File: src/hw/rtl/pqt_pkg.sv
// ----------------------------------------------------------------------------
// pqt_pkg
// Shared constants for the point-in-quadrilateral crossing test.
// ----------------------------------------------------------------------------
package pqt_pkg;

  // default coordinate width, Q12.4 at 16 bits
  localparam int COORD_BITS_DEF = 16;

  // corners of the quadrilateral, and so also edges and cells in the chain
  localparam int NUM_VERTS = 4;

  // register stages inside one edge cell
  localparam int CELL_STAGES = 2;

endpackage

File: src/hw/rtl/pqt_edge_cell.sv
// ----------------------------------------------------------------------------
// pqt_edge_cell
// One edge of the even-odd crossing test. Tests the edge from corner 0 back
// to the last corner, folds the crossing into the parity bit and hands the
// word on with the corners rotated by one, so that every cell is the same.
// ----------------------------------------------------------------------------
module pqt_edge_cell #(
  parameter int COORD_BITS = pqt_pkg::COORD_BITS_DEF
) (
  input  logic                         clk,
  input  logic                         rst,
  input  logic                         up_valid,
  output logic                         up_ready,
  input  logic signed [COORD_BITS-1:0] pt_x_in,
  input  logic signed [COORD_BITS-1:0] pt_y_in,
  input  logic signed [COORD_BITS-1:0] vx_in [pqt_pkg::NUM_VERTS],
  input  logic signed [COORD_BITS-1:0] vy_in [pqt_pkg::NUM_VERTS],
  input  logic                         par_in,
  output logic                         dn_valid,
  input  logic                         dn_ready,
  output logic signed [COORD_BITS-1:0] pt_x_out,
  output logic signed [COORD_BITS-1:0] pt_y_out,
  output logic signed [COORD_BITS-1:0] vx_out [pqt_pkg::NUM_VERTS],
  output logic signed [COORD_BITS-1:0] vy_out [pqt_pkg::NUM_VERTS],
  output logic                         par_out
);

  localparam int NV = pqt_pkg::NUM_VERTS;
  localparam int DW = COORD_BITS + 1;
  localparam int PW = 2 * DW;

  // differences and straddle test on the incoming word
  logic signed [DW-1:0] dx_pt;
  logic signed [DW-1:0] dx_edge;
  logic signed [DW-1:0] dy_edge;
  logic signed [DW-1:0] dy_pt;
  logic signed [PW-1:0] lhs_prod;
  logic signed [PW-1:0] rhs_prod;
  logic                 straddle;

  // stage 1: products
  logic                         s1_valid;
  logic                         s1_ready;
  logic signed [PW-1:0]         s1_lhs;
  logic signed [PW-1:0]         s1_rhs;
  logic                         s1_dy_pos;
  logic                         s1_cross;
  logic                         s1_par;
  logic signed [COORD_BITS-1:0] s1_pt_x;
  logic signed [COORD_BITS-1:0] s1_pt_y;
  logic signed [COORD_BITS-1:0] s1_vx [NV];
  logic signed [COORD_BITS-1:0] s1_vy [NV];

  // stage 2: updated parity
  logic                         s2_valid;
  logic                         s2_ready;
  logic                         s2_par;
  logic signed [COORD_BITS-1:0] s2_pt_x;
  logic signed [COORD_BITS-1:0] s2_pt_y;
  logic signed [COORD_BITS-1:0] s2_vx [NV];
  logic signed [COORD_BITS-1:0] s2_vy [NV];

  logic left;

  always_comb begin
    dx_pt    = DW'(pt_x_in) - DW'(vx_in[0]);
    dx_edge  = DW'(vx_in[NV-1]) - DW'(vx_in[0]);
    dy_edge  = DW'(vy_in[NV-1]) - DW'(vy_in[0]);
    dy_pt    = DW'(pt_y_in) - DW'(vy_in[0]);
    lhs_prod = PW'(dx_pt) * PW'(dy_edge);
    rhs_prod = PW'(dx_edge) * PW'(dy_pt);
    straddle = (vy_in[0] > pt_y_in) != (vy_in[NV-1] > pt_y_in);
  end

  assign s2_ready = !s2_valid || dn_ready;
  assign s1_ready = !s1_valid || s2_ready;
  assign up_ready = s1_ready;

  always_ff @(posedge clk) begin
    if (rst) begin
      s1_valid <= 1'b0;
    end else if (s1_ready) begin
      s1_valid <= up_valid;
    end
  end

  always_ff @(posedge clk) begin
    if (s1_ready && up_valid) begin
      s1_lhs    <= lhs_prod;
      s1_rhs    <= rhs_prod;
      s1_dy_pos <= !dy_edge[DW-1];
      s1_cross  <= straddle;
      s1_par    <= par_in;
      s1_pt_x   <= pt_x_in;
      s1_pt_y   <= pt_y_in;
      s1_vx     <= vx_in;
      s1_vy     <= vy_in;
    end
  end

  // comparison sense flips with the sign of the edge's dy
  assign left = s1_dy_pos ? (s1_lhs < s1_rhs) : (s1_rhs < s1_lhs);

  always_ff @(posedge clk) begin
    if (rst) begin
      s2_valid <= 1'b0;
    end else if (s2_ready) begin
      s2_valid <= s1_valid;
    end
  end

  always_ff @(posedge clk) begin
    if (s2_ready && s1_valid) begin
      s2_par  <= s1_par ^ (s1_cross && left);
      s2_pt_x <= s1_pt_x;
      s2_pt_y <= s1_pt_y;
      s2_vx   <= s1_vx;
      s2_vy   <= s1_vy;
    end
  end

  // rotate so the next cell sees the following edge
  always_comb begin
    for (int n = 0; n < NV - 1; n++) begin
      vx_out[n] = s2_vx[n+1];
      vy_out[n] = s2_vy[n+1];
    end
    vx_out[NV-1] = s2_vx[0];
    vy_out[NV-1] = s2_vy[0];
  end

  assign dn_valid = s2_valid;
  assign pt_x_out = s2_pt_x;
  assign pt_y_out = s2_pt_y;
  assign par_out  = s2_par;

  a_cross_dy_nonzero : assert property (@(posedge clk) disable iff (rst)
    up_valid && straddle |-> dy_edge != '0)
    else $error("straddling edge with zero dy");

  a_full_stall : assert property (@(posedge clk) disable iff (rst)
    !up_ready |-> s1_valid && s2_valid && !dn_ready)
    else $error("cell stalls upstream with room to spare");

  a_held_word : assert property (@(posedge clk) disable iff (rst)
    s2_valid && !dn_ready |=> s2_valid && $stable(s2_par))
    else $error("held word lost or changed");

  a_parity_pass : assert property (@(posedge clk) disable iff (rst)
    s1_valid && s2_ready && !s1_cross |=> s2_par == $past(s1_par))
    else $error("parity toggled on an edge that does not straddle");

endmodule
File: config.mk
export PLATFORM = sky130hd
export DESIGN_NAME = pqt_edge_cell
export DESIGN_NICKNAME = d
export VERILOG_FILES = /design/src/hw/rtl/pqt_pkg.sv /design/src/hw/rtl/pqt_edge_cell.sv
export SDC_FILE = /design/constraint.sdc
export NUM_CORES = 2
export LEC_CHECK = 0
export ABC_AREA = 0
export BUFFER_PORTS_ARGS = -buffer_cell sky130_fd_sc_hd__buf_2
export CELL_PAD_IN_SITES_DETAIL_PLACEMENT = 1
export CELL_PAD_IN_SITES_GLOBAL_PLACEMENT = 2
export CORE_UTILIZATION = 42
export CTS_BUF_LIST = sky130_fd_sc_hd__clkbuf_4 sky130_fd_sc_hd__clkbuf_8 sky130_fd_sc_hd__clkbuf_16
export DETAILED_ROUTE_END_ITERATION = 16
export PLACE_DENSITY = 0.84
export SYNTH_ARGS = -nofsm -noshare
export SYNTH_HDL_FRONTEND = slang
export SYNTH_SLANG_ARGS = --single-unit
File: constraint.sdc
create_clock -name clk -period 22 [get_ports clk]
set_input_delay 4.4 -clock clk [delete_from_list [all_inputs] [get_ports clk]]
set_output_delay 4.4 -clock clk [all_outputs]
set_load 0.1 [all_outputs]
==> key figures <==
Drt
  – Avg WL per Cell: 23.8 um
  – 1st-pass router iterations: 5
  – Vias per cell: 5.26
  – Initial drt markers: 1537
  – Vias: 26049
  – Post-DRT Antenna Nets: 0
  – Final WL: 118000 um
  – Residual DRC: 0

Timing
  – RSZ-0062 raised after global routing: no
  – Max Slew Vio Count: 0
  – Fin crit share: 0.604
  – Final hold vios: 0
  – Setup violations, final: 0
  – Fin crit period: 13.28 ns
  – Worst clock skew: 0.0217 ns
  – Max_slew headroom: 0.163
  – Setup TNS: 0 ns
  – Worst-Margin Slew: 1.25 ns
  – Max Fclk: 75.3 MHz

Setup path
  – Worst r2r dst: vx_out[18]
  – Crit. End Element: flip-flop
  – FF-to-FF Start: dn_valid
  – Highest-delay cell along the critical path: a31oi_1
  – Most frequent CP cell: fa_1
  – Slowest Stage Delay on Critical Path: 0.86 ns
  – CP Max Fanout: 11
  – Crit path DAT: 13.61 ns
  – R2R Setup Slk: 18.44 ns
  – CP Data Required Time: 22.33 ns
  – Type of origin of the critical path: input pin
  – Worst R2R Path Depth: 4
  – CP Class: in2reg

Global route
  – Vias in the first global route: 28966
  – GRT overflow: 0
  – First-pass GRT wire length: 181000 um
  – Largest net degree at the start of global routing: 74
  – Initial antenna violation count: 6
  – Total track usage: 0.269

Synth
  – Synth Flop Type: edfxtp_1
  – Synth Instances: 3385
  – Synthesis warning total: 0
  – Post-Syn Nets: 4430
  – Post-synth top area cell: fa_1
  – Post-Syn Area: 0.0374 sq mm
  – Post-synth EDFFs: 392
  – Post-synth top cells: inv_1 (725), fa_1 (596), edfxtp_1 (392), nand2_1 (340), nor2_1 (299)
  – Synth async-reset ratio: 0
  – Synth Register Bits: 394
  – Syn_area_per_cell: 11.1 sq um
  – Seq/Total Area, Yosys: 0.316
  – Count leader, synth: inv_1
  – Yosys top cell area share: 0.319
  – Largest cells by area after synthesis: fa_1 (32%), edfxtp_1 (31%), ha_1 (9.5%)
  – Synth cell types: 75

Clocking
  – Clock buffer depth: 3
  – Clk Latency, worst-skew pair: 0.58 ns
  – Clock transition at the registers of the reported paths: 0.06 ns
  – Cts hold-fix bufs: 0
  – Post-CTS setup buffers: 0
  – CTS tree: yes
  – Post-CTS sizing: 0
  – H-tree level count: 2
  – Num CTS Buffers: 41
  – Clock sink total: 394
  – Root buf cell: clkbuf_16

Finish
  – Post-Layout Inst Area: 0.0422 sq mm
  – Fin util: 0.477
  – Final nets: 4801
  – Area Overhead vs Synth: 12.6%
  – Layout cells sized above 1: 0.132
  – Filler Cell Count: 9700

Placed design
  – GPL Wtd Cong: 0.930
  – PortBufs: 327
  – DP HPWL: 96200 um
  – Dpl cell area: 0.0409 sq mm

Die
  – Die area: 0.0903 sq mm
  – Die Wd: 301 um
  – Core area: 0.0884 sq mm
  – Num rows: 109
  – Starting Density: 0.423
  – Vert. Die Dim: 301 um
  – Io pins: 328

Outcome
  – Outcome: finished, final reports clean

Min path
  – End of the worst hold path: vx_out[2]
  – Hold Path Stages: 0
  – HP Start: s1_vx[50]
  – Hold WC Path Type: reg2reg

Flow run
  – Max-cap violations: 0
[per-stage QoR]
step	hold WS [ns]	instances	setup WS, ns
floorplan	0.400	3385	9.69
global placement	0.400	4878	8.36
detailed placement	0.405	4878	8.13
CTS	0.410	4950	8.71
global route	0.420	4952	8.13
finish	0.416	4955	8.72
[worst max-delay path, delay by kind of cell]
| kind | cells | cell delay, ns |
|---|---|---|
| AOI/OAI and AO/OA | 14 | 3.79 |
| xor gates and xnor gates | 1 | 0.08 |
| adders and majority gates | 9 | 4.02 |
| buffers and inverters | 6 | 0.55 |
| and+or+nand+nor | 3 | 0.76 |
[metal layers]
layer | GRT usage | part of all wire
met1 | 0.343 | 0.40
met2 | 0.457 | 0.49
met3 | 0.0473 | 0.069
met4 | 0.101 | 0.041
met5 | 0 | 0.00019
[cells by family (layout without fill, tap and decap cells)]
| kind of cell | Yosys count | count (layout) | share of synthesized area |
|---|---|---|---|
| other | 0 | 5 | 0 |
| multiplexers | 4 | 4 | 0.00114 |
| flip-flops | 394 | 394 | 0.316 |
| adder cells (fa/ha/maj) | 880 | 880 | 0.414 |
| buffers and inverters | 786 | 1186 | 0.0792 |
| AO/OA/AOI/OAI | 311 | 311 | 0.0550 |
| XOR/XNOR | 144 | 144 | 0.0339 |
| AND/OR/NAND/NOR | 866 | 866 | 0.101 |
[state kept, by name, summed over array words and instances, names as in the netlist, 34 cells and up]
name and flops:
s1_rhs 34, s1_vy 64, s1_lhs 34, s1_vx 64, vy_out 64, vx_out 64
[cell type report]
class,count,area (sq um),share of cell area
Clock buffer,46,1080,0.0256
Timing Repair Buffer,389,2100,0.0499
Tap cell,1165,1460,0.0346
Antenna cell,5,12.5,0.000297
Multi-Input combinational cell,2205,22800,0.540
Inverter,725,2720,0.0646
Clock inverter,26,213,0.00505
Sequential cell,394,11800,0.280
[cells in the final DEF, fill, tap and decap left out, types with 8 or more instances in the layout]
master	Yosys	layout
a211oi_1	14	14
a21o_1	41	41
a21oi_1	82	82
a31oi_1	15	15
and2_1	31	30
buf_2	9	327
buf_4	1	62
clkbuf_16	0	42
clkinv_1	0	10
edfxtp_1	392	392
fa_1	596	596
ha_1	284	284
inv_1	725	725
nand2_1	340	340
nand2b_1	34	34
nand3_1	23	23
nand4_1	19	19
nor2_1	299	298
nor2b_1	50	49
nor3_1	25	24
o21a_1	26	26
o21ai_0	57	57
o21bai_1	14	14
o31ai_1	9	9
or2_2	14	14
xnor2_1	97	90
xnor2_2	1	8
xor2_1	46	42
[how the worst max path moves through the flow]
stage                    from    endpoint  slack [ns]  depth (start not counted)
finish              vx_in[48]  s1_rhs[33]        8.72                         33
global route        vx_in[48]  s1_rhs[33]        8.13                         33
CTS                 vx_in[49]  s1_rhs[33]        8.71                         32
detailed placement  vx_in[49]  s1_rhs[33]        8.13                         32
global placement    vx_in[49]  s1_rhs[33]        8.36                         32
floorplan            vx_in[0]  s1_rhs[33]        9.69                         34
Power is not shown: default switching activity piles up to over one toggle a cycle in this logic, so the estimate is an artifact.
